### config.mk
export PLATFORM = sky130hd
export DESIGN_NAME = epm_front
export DESIGN_NICKNAME = d
export VERILOG_FILES = /design/src/hdl/epm_pkg.sv /design/src/hdl/epm_front.sv
export SDC_FILE = /design/constraint.sdc
export NUM_CORES = 1
export LEC_CHECK = 0
export BUFFER_PORTS_ARGS = -buffer_cell sky130_fd_sc_hd__buf_2
export CAP_MARGIN = 20
export CELL_PAD_IN_SITES_DETAIL_PLACEMENT = 1
export CELL_PAD_IN_SITES_GLOBAL_PLACEMENT = 2
export CORE_MARGIN = 8
export CORE_UTILIZATION = 15
export CTS_CLUSTER_DIAMETER = 60
export DETAILED_ROUTE_END_ITERATION = 8
export GPL_TIMING_DRIVEN = 1
export PLACE_DENSITY = 0.78
export SETUP_SLACK_MARGIN = 0.02
export SYNTH_ARGS = -nofsm -noshare
export SYNTH_HDL_FRONTEND = slang
export SYNTH_SLANG_ARGS = --single-unit
### constraint.sdc
create_clock -name clk -period 1.9 [get_ports clk]
set_input_delay 0.095 -clock clk [delete_from_list [all_inputs] [get_ports clk]]
set_output_delay 0.095 -clock clk [all_outputs]
set_load 0.05 [all_outputs]
### src/hdl/epm_pkg.sv
// Shared types and constants for the Euclidean Prim MST core.
package epm_pkg;

  localparam int MaxPoints = 64;
  localparam int CoordBits = 16;
  localparam int IdxBits   = $clog2(MaxPoints);
  localparam int CntBits   = $clog2(MaxPoints + 1);
  localparam int KeyBits   = 2 * CoordBits + 2;
  localparam int WtBits    = 17;
  localparam int QDepth    = 4;
  localparam int QPtrBits  = $clog2(QDepth);

  typedef struct packed {
    logic signed [15:0] x_coord;
    logic signed [15:0] y_coord;
    logic               last_point;
  } in_item_t;

  typedef struct packed {
    logic [5:0]  point_index;
    logic [5:0]  parent_index;
    logic        is_root;
    logic [16:0] link_weight;
    logic        last_result;
    logic        overflow;
  } out_item_t;

  // Classified command from front to back.
  typedef struct packed {
    logic                        store;
    logic                        build;
    logic [IdxBits-1:0]          addr;
    logic signed [CoordBits-1:0] x;
    logic signed [CoordBits-1:0] y;
    logic [CntBits-1:0]          count;
    logic                        dropped;
  } cmd_t;

  typedef enum logic [3:0] {
    ST_IDLE,
    ST_INIT,
    ST_SCAN,
    ST_SCAN_END,
    ST_URD,
    ST_UPD_RD,
    ST_UPD_MUL,
    ST_UPD_SUM,
    ST_OUT_RD,
    ST_OUT_SQRT,
    ST_OUT_EMIT
  } back_state_t;

endpackage

### src/hdl/epm_front.sv
// Front end: counts incoming points, flags overflow, issues commands.
module epm_front (
  input  logic               clk,
  input  logic               rst,
  input  epm_pkg::in_item_t  in_item,
  input  logic               in_valid,
  output logic               in_stall,
  output epm_pkg::cmd_t      cmd,
  output logic               cmd_valid,
  input  logic               cmd_full
);

  logic [epm_pkg::CntBits-1:0] count;
  logic                        dropped;
  logic                        fits;
  logic                        take;

  assign in_stall  = cmd_full;
  assign take      = in_valid && !cmd_full;
  assign fits      = count < epm_pkg::CntBits'(epm_pkg::MaxPoints);
  assign cmd_valid = in_valid;

  always_comb begin
    cmd.store   = fits;
    cmd.build   = in_item.last_point;
    cmd.addr    = count[epm_pkg::IdxBits-1:0];
    cmd.x       = in_item.x_coord;
    cmd.y       = in_item.y_coord;
    cmd.count   = fits ? count + 1'b1 : count;
    cmd.dropped = dropped || !fits;
  end

  always_ff @(posedge clk) begin
    if (rst) begin
      count   <= '0;
      dropped <= 1'b0;
    end else if (take) begin
      if (in_item.last_point) begin
        count   <= '0;
        dropped <= 1'b0;
      end else begin
        count   <= cmd.count;
        dropped <= cmd.dropped;
      end
    end
  end

endmodule

### After elaboration in Yosys (flattened, before gate mapping)

Index checks and enable logic that the tools add are counted.
W data, S select, Z words.

* add/sub/neg operators: 1
* $lt $le $gt $ge: 1
* muxes and demuxes: 3
* reduce and logical (&&, ||, !) cells: 4

Operators by type and width (number)
* $mux W7: 2
* $add A7 B1 Y7 const B: 1
* $lt A7 B7 Y1 const B: 1
* $logic_not A1 Y1: 2
* $logic_and A1 B1 Y1: 1
* $logic_or A1 B1 Y1: 1
* $mux W1: 1

* flip-flop bits (word level): 8
* input port bits: 37

### Longest topological paths before layout

* word-level depth: 4
* depth in mapped cells: 6
* depth with buffers taken out: 5

### Worst setup path before layout

OpenSTA, ideal clock, no wires.

* kind: flip-flop to flip-flop
* start point: reg count[0] in the netlist's numbering
* end point: reg count[4] in the netlist's numbering
* setup time: 66 ps
* data arrival time: 1793 ps
* required time: 1834 ps
* slack: 42 ps
* cell stages (with the launch flop): 5
* clock period less this slack: 1858 ps
* cell sequence: dfxtp_1 -> ha_1 -> nand4_1 -> xnor2_1 -> a32o_1

RTL lines
* from (decl): RTL line epm_front.sv:13 `logic [epm_pkg::CntBits-1:0] count;`
* from (signal assigned): RTL line epm_front.sv:42 `count <= cmd.count;`

==> results.json <==
{
  "place_hpwl_mm": 1.45,
  "final_hold_viol_count": 0,
  "tightest_slew_ns": 0.440,
  "crit_slowest_cell": "and4b_1",
  "fin_crit_sh_pct": 86.2,
  "remaining_drc_errors": 0,
  "grt_use_total_pct": 4.96,
  "yosysUniqueCellTypes": 30,
  "antenna_found_initial": 0,
  "syn_inst": 93,
  "r2r_slack_ns": 0.38,
  "cp_max_fo": 8,
  "core_mm2": 0.00504,
  "rsz0062_at_grt": "no",
  "h-tree-depth": 1,
  "dr_wl_met2_um": 837,
  "die-area_mm2": 0.00774,
  "ys_seq_area_share_pct": 20.6,
  "hold_path_depth": 2,
  "cts_setup_buffers": 0,
  "first_iter_violations": 40,
  "ys_warn_count": 0,
  "ys_seq_elements": 8,
  "maxUsedRoutingLayer": "met4",
  "p_leak_nw": 0.314,
  "grt_max_degree": 13,
  "ys_top_cells_by_count": "buf_4, dfxtp_1, nor2_1",
  "met1_length_um": 705,
  "outcome": "finished, final reports clean",
  "wire_per_inst_um": 12.6,
  "num_vias": 451,
  "crit_required_ns": 1.80,
  "yosys.area.top_type": "buf_4",
  "yosysMostFrequentCell": "buf_4",
  "clock_skew_ns": 0.00217,
  "hold_path.class": "primary input to flip-flop",
  "reg2reg_depth": 4,
  "setup_slack_ns": 0.263,
  "grt_overflow": 0,
  "setup_violations": 0,
  "pin_count": 87,
  "die-width_um": 88.0,
  "post-route-min-period_ns": 1.64,
  "drt-pass1-iter-count": 3,
  "start_util_pct": 15.4,
  "ant_nets": 0,
  "row_count": 26,
  "worstReg2RegStart": "count[6]",
  "synth_area_leaders": "buf_4, dfxtp_1, xnor2_1",
  "synthArstFlopShare_pct": 0,
  "path_clk_slew_ns": 0.04,
  "fin_cells": 142,
  "viasPerCell": 3.18,
  "root_buffer": "clkbuf_8",
  "worstPathCellList": "and4b_1 > nand2_4 > xnor2_1 > buf_2",
  "clk_latency_ns": 0.23,
  "grt_pass1_vias": 493,
  "drv_slew": 0,
  "dp.cells": 139,
  "die_y_um": 88.0,
  "synthFlopType": "dfxtp_1",
  "syn_area_um2": 777,
  "startpoint_type": "flip-flop",
  "fin_area_um2": 671,
  "placed_cell_area_um2": 629,
  "grt_pass1_wl_mm": 2.73,
  "max-clock-path-buffers": 2,
  "synth_nets": 131,
  "syn_to_final_growth_pct": -13.7,
  "antenna_cells": 0,
  "timing.fmax_ghz": 0.611,
  "reg2reg_to": "count[5]",
  "wl_met3_um": 205,
  "min_to": "count[5]",
  "critPathCaptureType": "primary output",
  "cap_viol_max_count": 0,
  "drive_gt1_share_pct": 44.4,
  "synth.avg_cell_area_um2": 8.35,
  "io_buffers": 22,
  "tns_ns": 0,
  "hold_start": "rst",
  "pre_cts_ws_ns": 0.383,
  "yosysTopAreaCellShare_pct": 40.6,
  "cpPeakStageDelay_ns": 0.42,
  "wirelength_mm": 1.79,
  "gp_congestion": 0.700,
  "cts_tree": "built",
  "numCtsBuffers": 3,
  "power_density_mw_per_mm2": 652,
  "finalNetCount": 112,
  "clkSinkCount": 8,
  "cts-resized-gates": 0,
  "worst-setup-path-type": "flip-flop to primary output",
  "synth_edf_count": 0,
  "cts_hold_buf": 0,
  "arrival_ns": 1.54,
  "ir_drop_v": 0.000116,
  "max-slew-margin-rel_pct": 70.7
}
[final cells by class]
class	count	area [um2]
clock buffers	3	41.3
fillers	605	4370
inverters	2	7.51
multi-input cells	37	264
flip-flops and latches	8	160
well taps	70	87.6
repair buffers	22	110
[cell usage in the layout (no fill, tap or decap), drive strengths merged, types with 2 or more instances in the layout]
cell and count:
a21oi 4, a22oi 3, buf 22, clkbuf 3, dfxtp 8, inv 2, nand2b 2, nor2 6
o21ai 2, xnor2 4
[state kept, by name, indices dropped and copies added (netlist names)]
signal   flops
count        7
dropped      1
[metal layers]
| metal | vias up | track usage, % |
|---|---|---|
| li1 | 223 | - |
| met1 | 204 | 4.91 |
| met2 | 18 | 7.39 |
| met3 | 6 | 3.10 |
| met4 | 0 | 3.75 |
| met5 | - | 0 |
[cell families after synthesis]
| logic type | after synthesis | share of synthesized area [%] |
|---|---|---|
| buffers and inverters | 48 | 45.4 |
| AND/OR/NAND/NOR | 18 | 14.7 |
| AO/OA/AOI/OAI | 12 | 10.6 |
| flip-flops | 8 | 20.6 |
| XOR/XNOR | 5 | 5.64 |
| multiplexers | 1 | 1.45 |
| adder cells (fa/ha/maj) | 1 | 1.61 |
[stage by stage]
| stage | total power, W | utilization [%] | hold WS, ns |
|---|---|---|---|
| after detailed placement | 0.000229 | 12.5 | 0.190 |
| after CTS | 0.000446 | 13.3 | 0.155 |
| after global placement | 0.000229 | 12.5 | 0.190 |
| after floorplan | 0.000400 | - | 0.276 |
| after global routing | 0.000460 | 13.3 | 0.169 |
| final | 0.000437 | 13.3 | 0.149 |
[where the power goes]
part / internal, W / switching [W] / total, W
Clock: 0.000138 / 0.0000747 / 0.000213
Sequential: 0.000170 / 0.00000151 / 0.000171
Combinational: 0.0000123 / 0.0000409 / 0.0000532
[worst max path at each step]
stage,slack [ns],to,from
CTS,0.23,cmd[6],count[6]
floorplan,0.04,count[4],count[0]
detailed placement,0.38,count[5],count[6]
finish,0.26,cmd[6],count[6]
global placement,0.40,count[5],count[6]
global route,0.17,cmd[6],count[6]
[critical path, delay by kind of cell, from the launching register on]
kind,cells,cell delay (ns)
DFF,1,0.37
xor gates and xnor gates,1,0.16
buffers and inverters,1,0.29
and+or+nand+nor,2,0.49
No activity file was read; power rests on OpenSTA's default activity.
