$ cat config.mk
export PLATFORM = sky130hd
export DESIGN_NAME = epm_queue
export DESIGN_NICKNAME = d
export VERILOG_FILES = /design/src/hdl/epm_pkg.sv /design/src/hdl/epm_queue.sv
export SDC_FILE = /design/constraint.sdc
export NUM_CORES = 1
export LEC_CHECK = 0
export BUFFER_PORTS_ARGS = -buffer_cell sky130_fd_sc_hd__buf_4
export CAP_MARGIN = 40
export CORE_MARGIN = 5
export CORE_UTILIZATION = 38
export CTS_CLUSTER_DIAMETER = 50
export DETAILED_ROUTE_END_ITERATION = 8
export GPL_TIMING_DRIVEN = 0
export SLEW_MARGIN = 20
export SYNTH_ARGS = -nofsm -noshare
export SYNTH_HDL_FRONTEND = slang
export SYNTH_SLANG_ARGS = --single-unit
$ cat constraint.sdc
create_clock -name clk -period 4.4 [get_ports clk]
set_clock_uncertainty 0.15 [all_clocks]
set_input_delay 0.88 -clock clk [delete_from_list [all_inputs] [get_ports clk]]
set_output_delay 0.88 -clock clk [all_outputs]
set_load 0.05 [all_outputs]
$ cat src/hdl/epm_pkg.sv
// Shared types and constants for the Euclidean Prim MST core.
package epm_pkg;

  localparam int MaxPoints = 64;
  localparam int CoordBits = 16;
  localparam int IdxBits   = $clog2(MaxPoints);
  localparam int CntBits   = $clog2(MaxPoints + 1);
  localparam int KeyBits   = 2 * CoordBits + 2;
  localparam int WtBits    = 17;
  localparam int QDepth    = 4;
  localparam int QPtrBits  = $clog2(QDepth);

  typedef struct packed {
    logic signed [15:0] x_coord;
    logic signed [15:0] y_coord;
    logic               last_point;
  } in_item_t;

  typedef struct packed {
    logic [5:0]  point_index;
    logic [5:0]  parent_index;
    logic        is_root;
    logic [16:0] link_weight;
    logic        last_result;
    logic        overflow;
  } out_item_t;

  // Classified command from front to back.
  typedef struct packed {
    logic                        store;
    logic                        build;
    logic [IdxBits-1:0]          addr;
    logic signed [CoordBits-1:0] x;
    logic signed [CoordBits-1:0] y;
    logic [CntBits-1:0]          count;
    logic                        dropped;
  } cmd_t;

  typedef enum logic [3:0] {
    ST_IDLE,
    ST_INIT,
    ST_SCAN,
    ST_SCAN_END,
    ST_URD,
    ST_UPD_RD,
    ST_UPD_MUL,
    ST_UPD_SUM,
    ST_OUT_RD,
    ST_OUT_SQRT,
    ST_OUT_EMIT
  } back_state_t;

endpackage

$ cat src/hdl/epm_queue.sv
// Short command FIFO between front and back.
module epm_queue (
  input  logic          clk,
  input  logic          rst,
  input  logic          push,
  input  epm_pkg::cmd_t push_data,
  output logic          full,
  input  logic          pop,
  output epm_pkg::cmd_t head,
  output logic          not_empty
);

  epm_pkg::cmd_t                 slots [epm_pkg::QDepth];
  logic [epm_pkg::QPtrBits-1:0]  wptr;
  logic [epm_pkg::QPtrBits-1:0]  rptr;
  logic [epm_pkg::QPtrBits:0]    used;
  logic                          do_push;
  logic                          do_pop;

  assign full      = used == (epm_pkg::QPtrBits+1)'(epm_pkg::QDepth);
  assign not_empty = used != '0;
  assign head      = slots[rptr];
  assign do_push   = push && !full;
  assign do_pop    = pop && not_empty;

  always_ff @(posedge clk) begin
    if (do_push) slots[wptr] <= push_data;
  end

  always_ff @(posedge clk) begin
    if (rst) begin
      wptr <= '0;
      rptr <= '0;
      used <= '0;
    end else begin
      if (do_push) wptr <= wptr + 1'b1;
      if (do_pop)  rptr <= rptr + 1'b1;
      used <= used + (epm_pkg::QPtrBits+1)'(do_push) - (epm_pkg::QPtrBits+1)'(do_pop);
    end
  end

`ifndef ASSERT_OFF
  a_no_overrun: assert property (@(posedge clk) disable iff (rst)
    full |=> used != '0) else $error("queue lost entries while full");
  a_count_bound: assert property (@(posedge clk) disable iff (rst)
    used <= (epm_pkg::QPtrBits+1)'(epm_pkg::QDepth)) else $error("queue count too large");
  a_pop_nonempty: assert property (@(posedge clk) disable iff (rst)
    (do_pop && !do_push) |=> used == $past(used) - 1'b1) else $error("pop count slip");
`endif

endmodule

== Word level (Yosys, flattened, before mapping) ==
Memories as Yosys holds them, arrays and structs flattened. A register that Yosys moved wholly into a read port is not among the register bits.
Index checks and enable logic that the tools add are counted.
Word-level totals
  memories kept: 1
  output and inout bits: 50
  memory bits (writable): 192
  register bits after elaboration: 7
Cells by class
  equal/unequal tests: 1
  muxes and demuxes: 4
  reduce and logical (&&, ||, !) cells: 4
  add/subtract/negate cells: 4
Memory list
  slots: words 4, width 48, read ports 1, clocked after Yosys merged registers in 1, wr ports 1, line epm_queue.sv:13  | epm_pkg::cmd_t slots [epm_pkg::QDepth];
Operators by type and width (number)
  $add 2x1->2 const B: 2
  $mux 2: 2
  $add 3x1->3: 1
  $eq 3x3->1 const B: 1
  $reduce_bool 3->1: 1
  $sub 3x1->3: 1
  $logic_and 1x1->1: 2
  $mux 1: 2
  $logic_not 1->1: 1

== Depth between registers and ports, before layout ==
Gate-level depths: netlist of run 1.
  word-level depth: 5
  mapped depth: 11

== Worst setup path after synthesis of run 1 ==
Ideal clock, no wire load.
  kind: input to register
  start: in push
  end: mem slots[0][0] (netlist name), enable pin
  arrival: 2355 ps
  stages: 3
  library setup time: 410 ps
  required time: 3840 ps
  path slack: 1484 ps
  cell sequence: inv_1 nor2_1 and2_1
On the way
  cells in the longest elaborated chain, start to end: 3
RTL lines
  from (decl): line epm_queue.sv:5  | input logic push,
  $logic_and 1x1->1: line epm_queue.sv:23  | assign do_push = push && !full;
  $mux 1: line epm_queue.sv:27  | if (do_push) slots[wptr] <= push_data;
  $mux 1 (not written as such): line epm_queue.sv:27
  to (decl): line epm_queue.sv:13
No other way between the ends.

==> metrics.txt, run 1 <==
power density normalized to cell area between 600 and 700 nW/µm²; max-slew violations 0; met1 track utilization from global routing between 10 and 15%; largest net degree at the start of global routing 36; beginning of the worst register-to-register path used[1]; effective utilization at floorplan 38.3%; area of the placeable core 19300 µm²; number of enable-type register cells in the synthesized netlist roughly 190; cell type contributing the most total cell area after synthesis edfxtp_1; maximum level of the CTS H-tree 1; die span in y between 100 and 150 µm; Vias/cell approximately 4.8; # diodes 0; Yosys top cell area share around four fifths; share of async-settable or async-resettable flops after synthesis 0%; worst slack after detailed placement 1.34 ns; Clock Power Share between 20% and 30%; Clock transition at path regs about 0.050 ns; global route hottest layer met2; routability congestion estimate 0.707; number of global-route vias before repair approximately 3800; max-cap violations 0; met2 capacity usage during global routing between 20 and 25%; setup repair after global routing missed its margin false; Logic pwr share about 33%; total internal power about 4100 µW; Hold Vio Cnt, Final 0; Final min period slightly above 3 ns; met3 Use GR between 3 and 4%; required time of the critical path between 3 and 4 ns; average detailed-routed wire length per instance 18.8 µm; Slew @ Worst Pin a little over 0.7 ns; CTS root buffer clkbuf_16; register bit count reported by yosys ~200; post-detailed-placement half-perimeter wirelength approximately 8400 µm; post-cts repair resize count 0; Clk Latency, worst-skew pair roughly 0.50 ns; clock sink total around 200; worst hold margin 0.393 ns; sequential share of power about two fifths; most instantiated library cell after synthesis edfxtp_1; DRC violation count after routing 0; max incr delay on CP between 0.3 and 0.4 ns; initial antenna violation count 1; Switching Share 33.5%; number of distinct library cells after synthesis 24; startpoint type of the worst setup path flop; via count about 3400; Critical Path End Type output pin; run status finished, final reports clean; min setup slack post-route about 1.3 ns; post-route core utilization roughly half; 1st-iter DRT viols 170; total negative slack 0 ns; slew margin rel. roughly 53%; count of mapped cells out of synthesis between 200 and 300; number of buffers on the longest clock path 3; total power between 6000 and 7000 µW; power dissipated by switching net loads around 2100 µW; Setup-failing EPs final 0; signed area change from the synthesized netlist to the final layout 25.4%; num rows slightly above 50; mapped cell area roughly 7400 µm²; fraction of final layout cells with drive strength greater than 1 between 40% and 50%; top_reg_cell synth edfxtp_1; leakage dissipation about 0.0031 µW; Die Area between 20000 and 25000 µm²; Max rail drop VDD 414 µV; global-route wire length before repair about 21000 µm; final period utilization 70.8%; Hold Buf Count CTS 0; TritonCTS clock tree built; sequential fraction of the synthesis area about four fifths; residual antenna-violating net count after detailed routing 0; Fmax achieved between 300 and 400 MHz; GR Util All Layers approximately 12%; syn nets 358; arrival time worst endpoint about 2.1 ns; 1st-pass router iterations 5; number of buffers inserted to repair setup after CTS 0; Port Buffer Count 100; overall overflow remaining after global route 0; crit-path most repeated cell buf_2; number of CTS-inserted buffers 23; start-to-end type of the worst setup path reg2out; startpoint of the worst hold path wptr[0]; top cells by area, synth edfxtp_1 78%, mux4_2 15%, dfxtp_1 2.4%; chip width between 100 and 150 µm; mean instance size in the synthesized netlist 24.7 µm²; total routed wirelength approximately 13000 µm; net total in the final layout 487; Commonest cells post-synth 192 x edfxtp_1, 48 x mux4_2, 9 x dfxtp_1; kind of path behind the tightest hold check reg2reg; largest fanout on the critical path 10; slowest cell on the critical path mux4_2; I/O Pins ~100; Synth Warn # 0; sequence of cells on the critical path buf_2 -> buf_2 -> mux4_2 -> buf_4
==> stage by stage <==
step / instance area, µm² / std cells
floorplan: 7390 / 299
global placement: 8470 / 664
detailed placement: 8560 / 668
CTS: 9260 / 709
global route: 9260 / 709
finish: 9260 / 709
==> cells by family (layout without fill, tap and decap cells) <==
kind of cell             Yosys count  in the layout  synth area share [%]
multiplexers                      49             49                  14.8
AND/OR/NAND/NOR                   18             18                  1.39
flip-flops                       201            201                  80.5
AO/OA/AOI/OAI                      4              4                 0.373
XOR/XNOR                           3              3                 0.356
buffers and inverters             17            162                  1.32
adder cells (fa/ha/maj)            7              7                  1.29
==> cell type report <==
type,instances,area (µm²)
fill,1635,10000
buffer,11,75.1
multi-input combinational,81,1350
clock buffer,31,606
timing repair buffer,104,831
clock inverter,10,100
tap,265,332
inverter,6,22.5
sequential,201,5950
==> state kept, by name (all words and copies together) (netlist names), named ones only <==
register and count:
slots 192, used 3, rptr 2, wptr 2
==> worst max-delay path, delay by kind of cell (launching register included) <==
family | cells | cell delay (ns)
multiplexers | 1 | 0.37
buffers and inverters | 3 | 0.87
flip-flops | 1 | 0.34
==> layout by cell type, fill, tap and decap left out <==
cell and n:
edfxtp_1 192, buf_4 102, mux4_2 48, clkbuf_16 23
clkbuf_1 11, dfxtp_1 9, inv_1 6, nor2_1 6
ha_1 6, and2_4 4, buf_12 4, buf_6 3
buf_2 3, clkinv_2 3, or3_1 2, xor2_1 2
nand2b_1 2, clkinv_1 2, o31a_1 1, nor3b_2 1
nor2b_1 1, o21ai_0 1, a21oi_1 1, xnor2_1 1
o311ai_0 1, mux2i_1 1, and2_1 1, nor3_1 1
fa_1 1, inv_16 1, inv_8 1, inv_6 1
clkinvlp_4 1, bufinv_16 1
==> path summary, 6_finish.rpt <==
check | depth (start not counted) | slack [ns] | to
max | 4 | 1.29 | head[29]
min | 2 | 0.39 | wptr[0]
min reg2reg | 2 | 0.39 | wptr[0]
max reg2reg | 11 | 1.78 | used[2]
==> per-layer routing <==
metal	vias up	part of all wire, %
li1	1519	-
met1	1749	39
met2	104	52
met3	18	7.0
met4	2	1.7
met5	-	0.13
==> power by group through the flow <==
stage	combinational, µW	clock, µW	sequential (µW)
detailed placement	2050	0	2430
global placement	2000	0	2430
floorplan	1450	0	2420
finish	2010	1750	2390
CTS	2060	1800	2390
global route	2140	1890	2400
Power figures use the tool's default switching activity.
==> run 2: changes to the inputs <==
Settings changed: ABC_AREA from default to 1.
Clock period 4.4 ns to 2.5 ns, I/O delays scaled along.
==> run 2 against run 1 <==
- die area is 3.4% higher
- critical path type unchanged
- non-clock buffer count is 25 higher
- final cell count is 34% higher
- largest cell class unchanged
- critical path depth is 3 higher
- total power is 81% higher
- register-to-register slack worse by 1.5 ns
==> metrics.txt, run 2 <==
required time of the critical path between 1.5 and 2 ns; overall overflow remaining after global route 0; TritonCTS clock tree built; number of CTS-inserted buffers 23; I/O Pins 102; initial antenna violation count 0; share of async-settable or async-resettable flops after synthesis 0%; CTS root buffer clkbuf_16; number of distinct library cells after synthesis 23; num rows between 50 and 60; leakage dissipation 0.00350 µW; routability congestion estimate 0.757; # diodes 0; via count between 4000 and 5000; most instantiated library cell after synthesis edfxtp_1; Setup-failing EPs final 0; Fmax achieved between 400 and 500 MHz; residual antenna-violating net count after detailed routing 0; largest net degree at the start of global routing 23; Port Buffer Count approximately 100; total negative slack 0 ns; 1st-iter DRT viols between 150 and 200; placed cell count between 900 and 1000; register bit count reported by yosys between 200 and 250; arrival time worst endpoint around 1.8 ns; chip width 152 µm; Die Area about 23000 µm²; maximum level of the CTS H-tree 1; mean instance size in the synthesized netlist around 14 µm²; Max rail drop VDD 733 µV; number of buffers inserted to repair setup after CTS 0; flip-flop count of the largest register, all copies and words added around 190; post-route core utilization between 40 and 50%; global-route wire length before repair around 28000 µm; Slew @ Worst Pin about 0.76 ns; die span in y 152 µm; fraction of final layout cells with drive strength greater than 1 slightly below 30%; number of enable-type register cells in the synthesized netlist 192; net total in the final layout approximately 720; setup repair after global routing missed its margin true; Clk Latency, worst-skew pair around 0.50 ns; DRC violation count after routing 0; slew margin rel. 49.3%; Hold Vio Cnt, Final 0; Reg with most FFs slots; most frequent cells in the layout 192 x edfxtp_1, 100 x buf_4, 95 x nor2_1, 87 x o21ai_0, 39 x o22ai_1; cell type contributing the most total cell area after synthesis edfxtp_1; average detailed-routed wire length per instance around 19 µm; startpoint type of the worst setup path flop; syn nets slightly below 600; number of global-route vias before repair 5033; start-to-end type of the worst setup path reg2out; mapped cell area 7660 µm²; Yosys top cell area share ~75%; Clock transition at path regs roughly 0.06 ns; run status finished, final reports clean; clock sink total 201; most common cell after layout, fill and taps aside edfxtp_1; count of mapped cells out of synthesis between 500 and 600; effective utilization at floorplan around two fifths; number of buffers on the longest clock path 3; kind of path behind the tightest hold check in2reg; Final min period roughly 2.4 ns; Synth Warn # 0; Vias/cell 5.09; final-layout fill cell count around 1800; sequential fraction of the synthesis area between 70% and 80%; max-slew violations 0; worst slack after detailed placement between 0.05 and 0.06 ns; min setup slack post-route 0.0563 ns; largest fanout on the critical path 10; Critical Path End Type output pin; top_reg_cell synth edfxtp_1; largest registers ranked by flip-flop count slots: 192 flops, used: 3 flops; GR Util All Layers roughly 15%; top cells by area, synth edfxtp_1 75%, o21ai_0 5.8%, nor2_1 4.9%; Commonest cells post-synth 192 x edfxtp_1, 99 x nor2_1, 88 x o21ai_0, 48 x o22ai_1, 15 x inv_1; max-cap violations 0; post-detailed-placement half-perimeter wirelength between 10000 and 15000 µm; area of the placeable core approximately 20000 µm²; 1st-pass router iterations 4; total routed wirelength ~18000 µm; final period utilization between 90 and 100%; power density normalized to cell area ~1100 nW/µm²; number of cells in the finished layout apart from fillers about 950; signed area change from the synthesized netlist to the final layout 28.0%
[run 2: cell count changes after synthesis, moves of 10 or more]
| cell | before | now |
|---|---|---|
| mux4_2 | 48 | 0 |
| o22ai_1 | 0 | 48 |
| nand2_1 | 0 | 12 |
| nor2_2 | 0 | 10 |
| nor2_1 | 6 | 99 |
| o21ai_0 | 1 | 88 |
[run 2: through the flow]
| stage | power, µW | hold WS [ns] | instance area, µm² |
|---|---|---|---|
| 6_report | 11100 | 0.0253 | 9800 |
| 5_1_grt | 11600 | 0.0133 | 9800 |
| 4_1_cts | 11100 | 0.0103 | 9670 |
| 3_5_place_dp | 8130 | 0.327 | 8980 |
| 3_3_place_gp | 7960 | 0.313 | 8760 |
| 2_1_floorplan | 6750 | 0.298 | 7670 |
[run 2: kinds of logic (layout without fill, tap and decap cells)]
group                      after synthesis  after routing  share of synthesized area [%]
adders and majority gates                7              7                           1.24
buffers and inverters                   48            196                           3.94
DFF                                    201            201                           77.6
and+or+nand+nor                        124            124                           6.45
AOI/OAI and AO/OA                      151            151                           10.7
[run 2: power breakdown]
group / total [µW] / internal (µW) / switching [µW]
combinational: 3980 / 1230 / 2750
clock: 2920 / 1690 / 1220
sequential: 4200 / 4100 / 100
[run 2: repair_timing]
item,CTS,global route
endpoints found under the hold margin,0,0
pin swaps,1,3
gates resized for setup,13,40
hold buffers,0,0
setup endpoints to repair,34,87
[run 2: cell type report]
type / instances / area [µm²] / area share (%)
Multi-Input combinational cell: 282 / 1500 / 15.3
Timing Repair Buffer: 109 / 978 / 9.98
Clock buffer: 31 / 606 / 6.18
Tap cell: 270 / 338 / 3.45
Sequential cell: 201 / 5950 / 60.7
Buffer: 31 / 308 / 3.14
Inverter: 17 / 71.3 / 0.728
Clock inverter: 8 / 46.3 / 0.472
[run 2: path summary, 6_finish.rpt]
check | depth (start not counted) | endpoint | startpoint | slack, ns
hold / removal | 2 | used[0] | rst | 0.03
setup reg to reg | 10 | used[2] | used[1] | 0.25
setup / recovery | 7 | head[24] | flop | 0.06
hold reg to reg | 2 | rptr[0] | rptr[0] | 0.35
[run 2: worst max-delay path: stages, from the launching register on]
cell and delay, ns:
dfxtp_2 0.32, buf_6 0.13, inv_8 0.06, buf_12 0.13, buf_6 0.15, nor2_1 0.05, o22ai_1 0.20, buf_4 0.24
[run 2: per-layer routing]
layer  vias to the layer above  global-route usage, %  routed length, µm
met3                        24                   4.04               1040
met1                      2419                   20.5               8170
li1                       2242                      -                  -
met5                         -                      0                  0
met4                         0                   3.55                315
met2                       149                   25.1               8850
==> run 3: changes to the inputs <==
Settings changed: BUFFER_PORTS_ARGS -buffer_cell sky130_fd_sc_hd__buf_4 to default, DONT_BUFFER_PORTS from default to 1, SKIP_LAST_GASP from default to 1.
==> run 3 against run 2 <==
- global-route usage about the same
- first-iteration DRC count increased by 73%
- register-to-register slack got worse by 0.18 ns
- utilization increased by 1.4 points
- critical path type unchanged
- largest power group unchanged
==> metrics.txt, run 3 (synthesis gave the netlist of run 2 again) <==
uppermost layer routed met4; CTS root buffer clkbuf_16; Hold Vio Cnt, Final 0; sum of met2 wire segment lengths after detailed routing 9470 µm; most common cell after layout, fill and taps aside edfxtp_1; start-to-end type of the worst setup path reg2out; most frequent cells in the layout 192 x edfxtp_1, 95 x nor2_1, 86 x o21ai_0, 50 x dlygate4sd3_1, 49 x buf_4; crit-path most repeated cell buf_4; TritonCTS clock tree built; Die Area around 23000 µm²; detailed route wirelength on metal3 897 µm; Logic pwr share roughly a third; number of CTS-inserted buffers 24; min setup slack post-route 0.0486 ns; global-route wire length before repair 27800 µm; largest fanout on the critical path 10; net total in the final layout 721; Port Buffer Count 0; largest registers ranked by flip-flop count slots: 192 flops, used: 3 flops; area of the placeable core 20000 µm²; Fmax achieved around 400 MHz; Reg with most FFs slots; fraction of final layout cells with drive strength greater than 1 22.8%; signed area change from the synthesized netlist to the final layout 31.7%; initial antenna violation count 0; flip-flop count of the largest register, all copies and words added 192; Final min period roughly 2.5 ns; required time of the critical path about 1.9 ns; 1st-pass router iterations 4; total cell area at the placement stage ~8600 µm²; max incr delay on CP roughly 0.34 ns; via count about 4800; slew margin rel. 50.1%; number of buffers on the longest clock path 3; effective utilization at floorplan a little under two fifths; num rows between 50 and 60; Critical Path End Type output pin; die span in y 152 µm; clock sink total roughly 200; 1st-iter DRT viols around 310; Switching Share a little under two fifths; Max rail drop VDD a little under 1000 µV; placed cell count 855; max-cap violations 0; post-detailed-placement half-perimeter wirelength approximately 12000 µm; arrival time worst endpoint between 1.5 and 2 ns; # diodes 0; chip width about 150 µm; routability congestion estimate 0.742; Clock transition at path regs 0.06 ns; setup repair after global routing missed its margin true; run status finished, final reports clean; number of cells in the finished layout apart from fillers ~950; WHS Path Cells 2; overall overflow remaining after global route 0; length of routed wiring on met1 a little over 8000 µm; residual antenna-violating net count after detailed routing 0; Layout Cell Area excl Fill just over 10000 µm²; worst hold margin just under 0.02 ns; largest net degree at the start of global routing 21; sequence of cells on the critical path inv_2 -> buf_4 -> buf_6 -> o21ai_0 -> o22ai_1 -> buf_4; kind of path behind the tightest hold check in2reg; power dissipated by switching net loads approximately 4200 µW; GR Util All Layers between 15 and 20%; depth of the worst register-to-register path 10; average detailed-routed wire length per instance ~20 µm; I/O Pins between 100 and 150; final period utilization 98.1%; maximum level of the CTS H-tree 1; startpoint type of the worst setup path flop; Clk Latency, worst-skew pair about 0.50 ns; Slew @ Worst Pin approximately 0.75 ns; Vias/cell approximately 5; number of buffers inserted to repair setup after CTS 0; total power 11500 µW; DRC violation count after routing 0; leakage dissipation roughly 0.0035 µW; total routed wirelength around 19000 µm; worst slack after detailed placement -0.0179 ns; power density normalized to cell area between 1000 and 1500 nW/µm²; max-slew violations 0; sequential share of power 36.8%; total internal power about 7300 µW; Setup-failing EPs final 0; number of global-route vias before repair about 5000; slowest cell on the critical path dfxtp_2; Clock Power Share between 20 and 30%
==> run 3: cell count changes in the layout (fill, tap and decap cells not counted), moves of 2 or more <==
cell           delta
buf_4            -51
clkbuf_1          -5
clkbuf_16         +3
clkbuf_4          -4
clkinv_1          -3
clkinv_2          +2
clkinv_8          +2
clkinvlp_4        +4
dlygate4sd3_1    +50
inv_6             +3
inv_8             -2
o22ai_4           +2
==> run 3: final timing paths <==
check                                 to  slack, ns    start
worst max-delay path            head[25]       0.05     flop
worst min register to register      flop       0.35  rptr[0]
worst min-delay path                flop       0.02      pop
worst max register to register   used[2]       0.07  used[1]
==> run 3: metal layers <==
layer | track usage (%) | vias up
met5 | 0 | -
met4 | 4.07 | 0
met3 | 2.96 | 25
met2 | 26.8 | 161
met1 | 19.5 | 2378
li1 | - | 2246
==> run 3: what timing repair did <==
| item | in CTS | in global routing |
|---|---|---|
| endpoints found under the setup margin | 47 | 34 |
| endpoints found under the hold margin | 195 | 0 |
| pin swaps | 2 | 7 |
| gates resized for setup | 30 | 29 |
| hold buffers | 50 | 0 |
| cloned | 0 | 2 |
==> run 3: per-stage QoR <==
step / utilization [%] / setup TNS (ns)
after detailed placement: 42.9 / -0.0179
final: 50.3 / 0
after floorplan: - / -18.84
after global placement: 39.9 / -244.71
after global routing: 50.3 / -0.102
after CTS: 49.6 / -0.0367
==> run 3: power by group through the flow <==
stage,registers (µW),logic (µW),clock network [µW]
after global routing,4250,4250,3460
after CTS,4200,3940,3320
after detailed placement,4270,3740,0
after global placement,4290,3060,0
final,4230,4030,3250
after floorplan,4260,2490,0
==> run 3: cell type report <==
type                            instances  area (µm²)
Sequential cell                       201        5950
Tap cell                              270         338
Multi-Input combinational cell        282        1530
Fill cell                            1716        9950
Timing Repair Buffer                  106        1120
Buffer                                 30         315
Clock buffer                           28         626
Clock inverter                         15         136
Inverter                               17        76.3
==> run 3: critical path: cells and delay by family, from the launching register on <==
family | cells | cell delay [ns]
buf+inv | 4 | 0.66
flops | 1 | 0.34
compound gates | 2 | 0.29
